File: src/efr_pkg.sv
package efr_pkg;

  // framing and escape codes
  localparam logic [7:0] START_BYTE = 8'h98;
  localparam logic [7:0] END_BYTE   = 8'h9C;
  localparam logic [7:0] ESC_BYTE   = 8'h91;
  localparam logic [7:0] ESC_END    = 8'h63;
  localparam logic [7:0] ESC_START  = 8'h67;
  localparam logic [7:0] ESC_ESC    = 8'h6E;

  // message kinds sent by the control panel
  localparam logic [7:0] KIND_PANEL_A = 8'h07;
  localparam logic [7:0] KIND_PANEL_B = 8'h09;

  // config register reset values
  localparam logic [15:0] POLY_RST = 16'h90D9;
  localparam logic [15:0] INIT_RST = 16'hFFFF;

  // counter limits and frame length thresholds
  localparam logic [7:0] CNT_MAX     = 8'd255;
  localparam logic [7:0] MIN_RAW     = 8'd6;
  localparam logic [7:0] MIN_DECODED = 8'd10;
  localparam int         HDR_BYTES   = 8;

  // config register indexes
  localparam logic CFG_POLY = 1'b0;
  localparam logic CFG_INIT = 1'b1;

  // frame status codes
  localparam logic [1:0] ST_GOOD    = 2'd0;
  localparam logic [1:0] ST_CRC_ERR = 2'd1;
  localparam logic [1:0] ST_SHORT   = 2'd2;

  typedef struct packed {
    logic [15:0] poly;
    logic [15:0] init;
  } cfg_t;

  typedef struct packed {
    logic [1:0]  frame_status;
    logic [7:0]  station_address;
    logic [7:0]  message_kind;
    logic [15:0] message_code;
    logic [31:0] payload_word;
    logic        from_panel;
    logic [7:0]  decoded_length;
  } res_t;

  // one byte through an msb-first crc16, no reflection
  function automatic logic [15:0] crc_feed(input logic [15:0] crc, input logic [7:0] b,
                                           input logic [15:0] poly);
    logic [15:0] c;
    c = crc ^ {b, 8'h00};
    for (int i = 0; i < 8; i++) begin
      c = c[15] ? ({c[14:0], 1'b0} ^ poly) : {c[14:0], 1'b0};
    end
    return c;
  endfunction

endpackage

File: src/efr_if.sv
interface efr_in_if;
  logic       valid;
  logic       ready;
  logic [7:0] rx_byte;

  modport source (output valid, output rx_byte, input ready);
  modport sink (input valid, input rx_byte, output ready);
endinterface

interface efr_out_if;
  logic        valid;
  logic        ready;
  logic [1:0]  frame_status;
  logic [7:0]  station_address;
  logic [7:0]  message_kind;
  logic [15:0] message_code;
  logic [31:0] payload_word;
  logic        from_panel;
  logic [7:0]  decoded_length;

  modport source (output valid, output frame_status, output station_address,
                  output message_kind, output message_code, output payload_word,
                  output from_panel, output decoded_length, input ready);
  modport sink (input valid, input frame_status, input station_address,
                input message_kind, input message_code, input payload_word,
                input from_panel, input decoded_length, output ready);
endinterface

interface efr_cfg_if;
  logic        valid;
  logic        ready;
  logic        reg_index;
  logic [15:0] wr_data;

  modport source (output valid, output reg_index, output wr_data, input ready);
  modport sink (input valid, input reg_index, input wr_data, output ready);
endinterface

File: src/efr_cfg_regs.sv
module efr_cfg_regs
  import efr_pkg::*;
(
  input  logic        clk,
  input  logic        rst_n,
  input  logic        wr_valid,
  output logic        wr_ready,
  input  logic        wr_index,
  input  logic [15:0] wr_data,
  output cfg_t        cfg
);

  logic [15:0] poly_r;
  logic [15:0] init_r;

  // registers are always writable
  assign wr_ready = 1'b1;

  // register writes
  always_ff @(posedge clk) begin
    if (!rst_n) begin
      poly_r <= POLY_RST;
      init_r <= INIT_RST;
    end else if (wr_valid) begin
      case (wr_index)
        CFG_POLY: poly_r <= wr_data;
        CFG_INIT: init_r <= wr_data;
        default: ;
      endcase
    end
  end

  assign cfg.poly = poly_r;
  assign cfg.init = init_r;

endmodule

File: src/efr_deframer.sv
module efr_deframer
  import efr_pkg::*;
(
  input  logic       clk,
  input  logic       rst_n,
  input  cfg_t       cfg,
  input  logic       in_valid,
  output logic       in_ready,
  input  logic [7:0] rx_byte,
  input  logic       adv,
  output logic       res_valid,
  output res_t       res
);

  // input register
  logic       inv_r, inv_nxt;
  logic [7:0] byte_r;

  // frame state
  logic        in_frame_r, in_frame_nxt;
  logic        esc_r, esc_nxt;
  logic [7:0]  raw_r, raw_nxt;
  logic [7:0]  dcnt_r, dcnt_nxt;
  logic [15:0] crc_r, crc_nxt;
  logic [15:0] tail_r, tail_nxt;
  logic        pend_vld_r, pend_vld_nxt;
  logic [7:0]  pend_r, pend_nxt;
  logic [7:0]  hdr_r [HDR_BYTES];
  logic [7:0]  hdr_nxt [HDR_BYTES];

  logic        proc;
  logic        two;
  logic [7:0]  d0, d1;
  logic        out0_vld, out1_vld;
  logic [7:0]  feed_byte;
  logic [15:0] feed_crc;
  logic [15:0] final_crc;
  logic [8:0]  dsum;
  logic        fire;

  assign in_ready = !inv_r || adv;
  assign proc     = inv_r && adv;

  // input register
  always_comb begin
    inv_nxt = inv_r;
    if (in_valid && in_ready) begin
      inv_nxt = 1'b1;
    end else if (adv) begin
      inv_nxt = 1'b0;
    end
  end

  always_ff @(posedge clk) begin
    if (!rst_n) begin
      inv_r <= 1'b0;
    end else begin
      inv_r <= inv_nxt;
    end
  end

  always_ff @(posedge clk) begin
    if (in_valid && in_ready) begin
      byte_r <= rx_byte;
    end
  end

  // escape decode: one or two decoded bytes
  always_comb begin
    two = 1'b0;
    d0  = byte_r;
    d1  = byte_r;
    if (esc_r) begin
      case (byte_r)
        ESC_END:   d0 = END_BYTE;
        ESC_START: d0 = START_BYTE;
        ESC_ESC:   d0 = ESC_BYTE;
        default: begin
          d0  = ESC_BYTE;
          two = 1'b1;
        end
      endcase
    end
  end

  // bytes that leave the checksum window
  assign out0_vld = (dcnt_r >= 8'd2);
  assign out1_vld = two && (dcnt_r >= 8'd1);

  // shared crc byte update, fed from the pending byte first
  always_comb begin
    if (pend_vld_r) begin
      feed_byte = pend_r;
    end else if (out0_vld) begin
      feed_byte = tail_r[15:8];
    end else begin
      feed_byte = tail_r[7:0];
    end
  end

  assign feed_crc  = crc_feed(crc_r, feed_byte, cfg.poly);
  assign final_crc = pend_vld_r ? feed_crc : crc_r;
  assign dsum      = {1'b0, dcnt_r} + (two ? 9'd2 : 9'd1);
  assign fire      = proc && (byte_r == END_BYTE) && in_frame_r && (raw_r >= MIN_RAW);

  // frame state update
  always_comb begin
    in_frame_nxt = in_frame_r;
    esc_nxt      = esc_r;
    raw_nxt      = raw_r;
    dcnt_nxt     = dcnt_r;
    crc_nxt      = crc_r;
    tail_nxt     = tail_r;
    pend_vld_nxt = pend_vld_r;
    pend_nxt     = pend_r;
    for (int k = 0; k < HDR_BYTES; k++) begin
      hdr_nxt[k] = hdr_r[k];
    end

    if (proc && (byte_r == START_BYTE || byte_r == END_BYTE)) begin
      // open or close: clear the frame
      in_frame_nxt = (byte_r == START_BYTE);
      esc_nxt      = 1'b0;
      raw_nxt      = (byte_r == START_BYTE) ? 8'd1 : 8'd0;
      dcnt_nxt     = 8'd0;
      crc_nxt      = cfg.init;
      tail_nxt     = 16'h0000;
      pend_vld_nxt = 1'b0;
      for (int k = 0; k < HDR_BYTES; k++) begin
        hdr_nxt[k] = 8'h00;
      end
    end else if (proc && in_frame_r) begin
      if (raw_r != CNT_MAX) begin
        raw_nxt = raw_r + 8'd1;
      end
      if (byte_r == ESC_BYTE) begin
        // escape takes no decoded byte: spend the cycle on the pending byte
        esc_nxt = 1'b1;
        if (pend_vld_r) begin
          crc_nxt      = feed_crc;
          pend_vld_nxt = 1'b0;
        end
      end else begin
        esc_nxt = 1'b0;
        // one crc update a byte, the leftover is held as the pending byte
        if (pend_vld_r || out0_vld || out1_vld) begin
          crc_nxt = feed_crc;
        end
        if (pend_vld_r) begin
          pend_vld_nxt = out0_vld;
          pend_nxt     = tail_r[15:8];
        end else begin
          pend_vld_nxt = out0_vld && out1_vld;
          pend_nxt     = tail_r[7:0];
        end
        tail_nxt = two ? {d0, d1} : {tail_r[7:0], d0};
        dcnt_nxt = (dsum > {1'b0, CNT_MAX}) ? CNT_MAX : dsum[7:0];
        for (int k = 0; k < HDR_BYTES; k++) begin
          if ({1'b0, dcnt_r} == 9'(k)) begin
            hdr_nxt[k] = d0;
          end else if (two && ({1'b0, dcnt_r} + 9'd1 == 9'(k))) begin
            hdr_nxt[k] = d1;
          end
        end
      end
    end else if (!proc && pend_vld_r) begin
      // idle cycle drains the pending byte
      crc_nxt      = feed_crc;
      pend_vld_nxt = 1'b0;
    end
  end

  always_ff @(posedge clk) begin
    if (!rst_n) begin
      in_frame_r <= 1'b0;
      esc_r      <= 1'b0;
      raw_r      <= 8'd0;
      dcnt_r     <= 8'd0;
      crc_r      <= INIT_RST;
      tail_r     <= 16'h0000;
      pend_vld_r <= 1'b0;
      for (int k = 0; k < HDR_BYTES; k++) begin
        hdr_r[k] <= 8'h00;
      end
    end else begin
      in_frame_r <= in_frame_nxt;
      esc_r      <= esc_nxt;
      raw_r      <= raw_nxt;
      dcnt_r     <= dcnt_nxt;
      crc_r      <= crc_nxt;
      tail_r     <= tail_nxt;
      pend_vld_r <= pend_vld_nxt;
      for (int k = 0; k < HDR_BYTES; k++) begin
        hdr_r[k] <= hdr_nxt[k];
      end
    end
  end

  always_ff @(posedge clk) begin
    pend_r <= pend_nxt;
  end

  // result of a closed frame
  always_comb begin
    res_valid           = fire;
    res.station_address = hdr_r[0];
    res.message_kind    = hdr_r[1];
    res.message_code    = {hdr_r[2], hdr_r[3]};
    res.payload_word    = {hdr_r[4], hdr_r[5], hdr_r[6], hdr_r[7]};
    res.from_panel      = hdr_r[1] inside {KIND_PANEL_A, KIND_PANEL_B};
    res.decoded_length  = dcnt_r;
    if (dcnt_r < MIN_DECODED) begin
      res.frame_status = ST_SHORT;
    end else if (final_crc == tail_r) begin
      res.frame_status = ST_GOOD;
    end else begin
      res.frame_status = ST_CRC_ERR;
    end
  end

endmodule

File: src/efr_out_reg.sv
module efr_out_reg
  import efr_pkg::*;
(
  input  logic clk,
  input  logic rst_n,
  input  logic load,
  input  res_t res,
  output logic adv,
  output logic out_valid,
  input  logic out_ready,
  output res_t out_res
);

  logic vld_r, vld_nxt;
  res_t res_r;

  // the slot is free when empty or being taken this cycle
  assign adv = !vld_r || out_ready;

  always_comb begin
    vld_nxt = vld_r;
    if (adv) begin
      vld_nxt = load;
    end
  end

  always_ff @(posedge clk) begin
    if (!rst_n) begin
      vld_r <= 1'b0;
    end else begin
      vld_r <= vld_nxt;
    end
  end

  always_ff @(posedge clk) begin
    if (adv && load) begin
      res_r <= res;
    end
  end

  assign out_valid = vld_r;
  assign out_res   = res_r;

endmodule

File: src/escaped_frame_receiver_crc16.sv
// channel   dir  handshake          payload
// in_ch     in   valid/ready        rx_byte[7:0]
// out_ch    out  valid/ready        frame_status, header fields, from_panel, decoded_length
// cfg_ch    in   valid/ready (=1)   reg_index (0 polynomial, 1 initial), wr_data[15:0]
//
// one byte per cycle while in_ch.ready is high; a frame result passes the input register,
// then the result register, after its end byte is accepted
// rst_n is synchronous: frame state clears, polynomial 0x90d9 and initial 0xffff reload
// in_ch.ready drops only while the input register is full and an untaken result blocks it
module escaped_frame_receiver_crc16
  import efr_pkg::*;
(
  input  logic             clk,
  input  logic             rst_n,
  efr_in_if.sink           in_ch,
  efr_out_if.source        out_ch,
  efr_cfg_if.sink          cfg_ch
);

  cfg_t cfg;
  res_t res;
  res_t out_res;
  logic res_valid;
  logic adv;

  // configuration registers
  efr_cfg_regs u_cfg (
    .clk      (clk),
    .rst_n    (rst_n),
    .wr_valid (cfg_ch.valid),
    .wr_ready (cfg_ch.ready),
    .wr_index (cfg_ch.reg_index),
    .wr_data  (cfg_ch.wr_data),
    .cfg      (cfg)
  );

  // deframing, unescape and crc
  efr_deframer u_deframer (
    .clk       (clk),
    .rst_n     (rst_n),
    .cfg       (cfg),
    .in_valid  (in_ch.valid),
    .in_ready  (in_ch.ready),
    .rx_byte   (in_ch.rx_byte),
    .adv       (adv),
    .res_valid (res_valid),
    .res       (res)
  );

  // result register
  efr_out_reg u_out (
    .clk       (clk),
    .rst_n     (rst_n),
    .load      (res_valid),
    .res       (res),
    .adv       (adv),
    .out_valid (out_ch.valid),
    .out_ready (out_ch.ready),
    .out_res   (out_res)
  );

  assign out_ch.frame_status    = out_res.frame_status;
  assign out_ch.station_address = out_res.station_address;
  assign out_ch.message_kind    = out_res.message_kind;
  assign out_ch.message_code    = out_res.message_code;
  assign out_ch.payload_word    = out_res.payload_word;
  assign out_ch.from_panel      = out_res.from_panel;
  assign out_ch.decoded_length  = out_res.decoded_length;

endmodule

File: src/flat_wrapper.sv
// flat-port wrapper written by rule: the top's interface ports become plain ports
module escaped_frame_receiver_crc16_flat import efr_pkg::*;
  (clk, rst_n, in_ch_valid, in_ch_rx_byte, in_ch_ready, out_ch_valid, out_ch_frame_status, out_ch_station_address, out_ch_message_kind, out_ch_message_code, out_ch_payload_word, out_ch_from_panel, out_ch_decoded_length, out_ch_ready, cfg_ch_valid, cfg_ch_reg_index, cfg_ch_wr_data, cfg_ch_ready);
  efr_in_if in_ch_i ();
  efr_out_if out_ch_i ();
  efr_cfg_if cfg_ch_i ();
  input  logic clk;
  input  logic rst_n;
  input wire logic [$bits(in_ch_i.valid)-1:0] in_ch_valid;
  input wire logic [$bits(in_ch_i.rx_byte)-1:0] in_ch_rx_byte;
  output wire logic [$bits(in_ch_i.ready)-1:0] in_ch_ready;
  output wire logic [$bits(out_ch_i.valid)-1:0] out_ch_valid;
  output wire logic [$bits(out_ch_i.frame_status)-1:0] out_ch_frame_status;
  output wire logic [$bits(out_ch_i.station_address)-1:0] out_ch_station_address;
  output wire logic [$bits(out_ch_i.message_kind)-1:0] out_ch_message_kind;
  output wire logic [$bits(out_ch_i.message_code)-1:0] out_ch_message_code;
  output wire logic [$bits(out_ch_i.payload_word)-1:0] out_ch_payload_word;
  output wire logic [$bits(out_ch_i.from_panel)-1:0] out_ch_from_panel;
  output wire logic [$bits(out_ch_i.decoded_length)-1:0] out_ch_decoded_length;
  input wire logic [$bits(out_ch_i.ready)-1:0] out_ch_ready;
  input wire logic [$bits(cfg_ch_i.valid)-1:0] cfg_ch_valid;
  input wire logic [$bits(cfg_ch_i.reg_index)-1:0] cfg_ch_reg_index;
  input wire logic [$bits(cfg_ch_i.wr_data)-1:0] cfg_ch_wr_data;
  output wire logic [$bits(cfg_ch_i.ready)-1:0] cfg_ch_ready;
  assign in_ch_i.valid = in_ch_valid;
  assign in_ch_i.rx_byte = in_ch_rx_byte;
  assign in_ch_ready = in_ch_i.ready;
  assign out_ch_valid = out_ch_i.valid;
  assign out_ch_frame_status = out_ch_i.frame_status;
  assign out_ch_station_address = out_ch_i.station_address;
  assign out_ch_message_kind = out_ch_i.message_kind;
  assign out_ch_message_code = out_ch_i.message_code;
  assign out_ch_payload_word = out_ch_i.payload_word;
  assign out_ch_from_panel = out_ch_i.from_panel;
  assign out_ch_decoded_length = out_ch_i.decoded_length;
  assign out_ch_i.ready = out_ch_ready;
  assign cfg_ch_i.valid = cfg_ch_valid;
  assign cfg_ch_i.reg_index = cfg_ch_reg_index;
  assign cfg_ch_i.wr_data = cfg_ch_wr_data;
  assign cfg_ch_ready = cfg_ch_i.ready;
  escaped_frame_receiver_crc16 u_core (.clk(clk), .rst_n(rst_n), .in_ch(in_ch_i), .out_ch(out_ch_i), .cfg_ch(cfg_ch_i));
endmodule
File: config.mk
export PLATFORM = sky130hd
export DESIGN_NAME = escaped_frame_receiver_crc16_flat
export DESIGN_NICKNAME = d
export VERILOG_FILES = /design/src/efr_pkg.sv /design/src/efr_if.sv /design/src/efr_cfg_regs.sv /design/src/efr_deframer.sv /design/src/efr_out_reg.sv /design/src/escaped_frame_receiver_crc16.sv /design/src/flat_wrapper.sv
export SDC_FILE = /design/constraint.sdc
export NUM_CORES = 1
export LEC_CHECK = 0
export ABC_AREA = 1
export BUFFER_PORTS_ARGS = -buffer_cell sky130_fd_sc_hd__buf_2
export CORE_MARGIN = 2
export CORE_UTILIZATION = 35
export DETAILED_ROUTE_END_ITERATION = 7
export PLACE_DENSITY = 0.62
export SYNTH_ARGS = -nofsm -noshare
export SYNTH_HDL_FRONTEND = slang
export SYNTH_HIERARCHICAL = 1
export SYNTH_SLANG_ARGS = --single-unit
File: constraint.sdc
create_clock -name clk -period 7.09 [get_ports clk]
set_input_delay 0.3545 -clock clk [delete_from_list [all_inputs] [get_ports clk]]
set_output_delay 0.3545 -clock clk [all_outputs]
set_load 0.02 [all_outputs]
==> metrics.yaml <==
vias: 11622
use_met3: 0.02245
insertedDiodeCount: 0
worstSetupStartpoint: "u_core/u_deframer/dcnt_r[4]"
p_switching_mw: 1.159
core_area_um2: 36350
synth_cell_types: 53
use_met2: 0.3030
finClkSkew_ns: 0.01716
synth_seq_cells: 240
fin_nets: 1809
pwr-share-comb: 0.231
irDropWorstVdd_mv: 0.2043
timing.setup.tns_ns: 0
gp_congestion: 0.8815
fp.dieH_um: 195.2
synth_cells: 1702
drt_iter0_drc: 1015
final_common_cell: "nand2_1"
synth-edff-count: 91
synth_seq_area_share: 0.4466
grt-busiest-layer: "met2"
final_util: 0.4004
cts_inserted_buffers: 26
pwr-share-seq: 0.388
fmaxAchievable_mhz: 170.2
clk_path_buf_depth: 3
p_int_mw: 2.633
routed_wl_um: 35730
synth.avg_cell_area_um2: 7.519
dieArea_um2: 38110
drt_first_pass_iters: 7
crit_required_ns: 7.35
clock-root-buffer: "clkbuf_16"
mappedNetlistArea_um2: 12800
cp.arrival_ns: 6.13
r2r_slack_ns: 1.22
die_x_um: 195.2
crit_path_top_delay_cell: "dfxtp_1"
grt_pass1_vias: 10869
tightest_slew_ns: 1.081
io_buffers: 106
p_total_mw: 3.792
overflow: 0
slowest_delay_ns: 0.50
place_hpwl_um: 25920
holdCritStartpoint: "in_ch_rx_byte[5]"
drv_cap: 0
worstSetupStartpointType: "flop"
routedWlPerCell_um: 15.80
slew_viol_final: 0
via_per_inst: 5.138
cp_top_family: "simple AND/OR/NAND/NOR gates"
grt_util_met1: 0.2540
fill_cells: 3646
worst-path-buf-inv: 2
p_clk_frac: 0.381
route.antenna.remaining_nets: 0
finalHoldViolations: 0
powerDensity_nw_per_um2: 260.5
syn_to_final_growth_pct: 13.73
drive_above_1_share: 0.1159
grt.total_usage: 0.1852
timing.rr.start: "u_core/u_deframer/dcnt_r[4]"
async_flop_share: 0
clock-sinks: 240
min_path_type: "in2reg"
cts_setup_buffers: 0
tritoncts: "yes"
cts_max_level: 1
path_class: "reg2reg"
synth_top_flop_cell: "dfxtp_1"
final_cell_mix: "nand2_1 (439), nor2_1 (186), nand3_1 (172)"
clk_pin_slew_ns: 0.06
rsz0062_at_grt: "no"
switching_share: 0.3056
grt_max_degree: 76
path_max_fanout: 32
critPathCaptureType: "flop"
boundaryPins: 108
grt_pass1_wl_um: 57090
synthesis.nets: 1737
start_util: 0.3521
setup_violations: 0
fp-row-count: 70
drc: 0
status: "completed"
slew-limit-headroom: 0.2780
p_leak_nw: 6.158
fin_crit_sh: 0.8286
ys_warn_count: 6
critPathMostFrequentCell: "nand2_1"
min_period_ns: 5.875
grt_antenna_before_repair: 0
clock_latency_ns: 0.53
## path summary, 6_finish.rpt
check	end	cells past startpoint
worst max-delay path	u_core/u_out/out_res[73]	35
worst min-delay path	u_core/u_deframer/byte_r[5]	1
worst max register to register	u_core/u_out/out_res[73]	35
worst min register to register	u_core/u_out/out_res[38]	0
## logic make-up after synthesis
logic type      after synthesis  share of synthesized area
compound gates              266                     0.1194
flops                       240                     0.4466
xor+xnor                     85                    0.06023
simple gates                860                     0.2869
other cells                   1                  0.0002930
buf+inv                     245                    0.08115
fa+ha+maj                     5                   0.005475
## state kept, by name (all words and copies together) (netlist names)
signal                        count
u_core/u_deframer/tail_r         16
u_core/u_deframer/pend_vld_r      1
u_core/u_deframer/byte_r          8
u_core/u_deframer/dcnt_r          8
u_core/u_deframer/in_frame_r      1
u_core/u_deframer/raw_r           8
u_core/u_cfg/init_r              16
u_core/u_deframer/esc_r           1
u_core/u_deframer/crc_r          16
u_core/u_deframer/pend_r          8
u_core/u_deframer/inv_r           1
u_core/u_out/out_res             75
u_core/u_out/out_valid            1
u_core/u_deframer/hdr_r          64
u_core/u_cfg/poly_r              16
## power groups by stage
stage	combinational (mW)	clock [mW]	sequential [mW]
final	0.876	1.44	1.47
after detailed placement	0.856	0	1.50
after global placement	0.846	0	1.50
after floorplan	0.737	0	1.48
after global routing	0.980	1.53	1.47
after CTS	0.861	1.47	1.47
## worst register-to-register path: cells and delay by family (launching register included)
family | cells | cell delay (ns)
AO/OA/AOI/OAI | 1 | 0.09
buffers and inverters | 2 | 0.11
flip-flops | 1 | 0.50
AND/OR/NAND/NOR | 31 | 4.52
XOR/XNOR | 1 | 0.41
## metrics by stage
stage	setup WS, ns	hold slack [ns]	area (µm²)	std cells
floorplan	1.663	0.4030	12800	1702
global placement	1.573	0.4103	13590	2210
detailed placement	1.364	0.4107	13590	2210
CTS	1.337	0.002515	14550	2262
global route	0.6102	0.003950	14550	2262
finish	1.215	0.01288	14550	2262
## synth_stat cells (5+ instances only)
cell | count | area (µm²)
nand2_1 | 439 | 1648
nor2_1 | 187 | 701.9
nand3_1 | 172 | 860.8
inv_1 | 156 | 585.6
dfxtp_1 | 149 | 2983
o21ai_0 | 96 | 480.5
edfxtp_1 | 91 | 2733
a21oi_1 | 84 | 420.4
xnor2_1 | 47 | 411.6
clkbuf_1 | 38 | 142.6
xor2_1 | 36 | 315.3
o211ai_1 | 24 | 180.2
a31oi_1 | 19 | 118.9
nor3_1 | 11 | 55.05
buf_2 | 10 | 50.05
inv_2 | 10 | 37.54
nand2_2 | 10 | 62.56
nand3_2 | 10 | 100.1
buf_1 | 9 | 33.78
buf_6 | 9 | 101.4
nand4_1 | 9 | 56.30
o22ai_1 | 8 | 50.05
buf_4 | 7 | 52.55
a221oi_1 | 6 | 52.55
nand2_4 | 5 | 56.30
nor4_1 | 5 | 31.28
or2_2 | 5 | 31.28
## layer usage
layer  share of wire  vias up  routed length, µm
met3           0.066       81               2366
met5               0        -                  0
met4           0.031        0               1121
met2            0.45      417              16180
li1                -     5765                  -
met1            0.45     5359              16070
## repair_timing
action | 4_1_cts | 5_1_grt
endpoints found under the hold margin | 4 | 0
resized for setup | 0 | 0
hold buffers | 4 | 0
## final cells by class
cell class | count | area, µm² | share of cell area
inverter | 171 | 644.4 | 0.04427
timing repair buffer | 118 | 630.6 | 0.04333
clock inverter | 15 | 212.7 | 0.01461
multi-input combinational | 1217 | 6057 | 0.4162
tap | 468 | 585.6 | 0.04023
clock buffer | 33 | 708.2 | 0.04866
sequential | 240 | 5715 | 0.3927
Note: power is estimated with default switching activity, not from simulation.
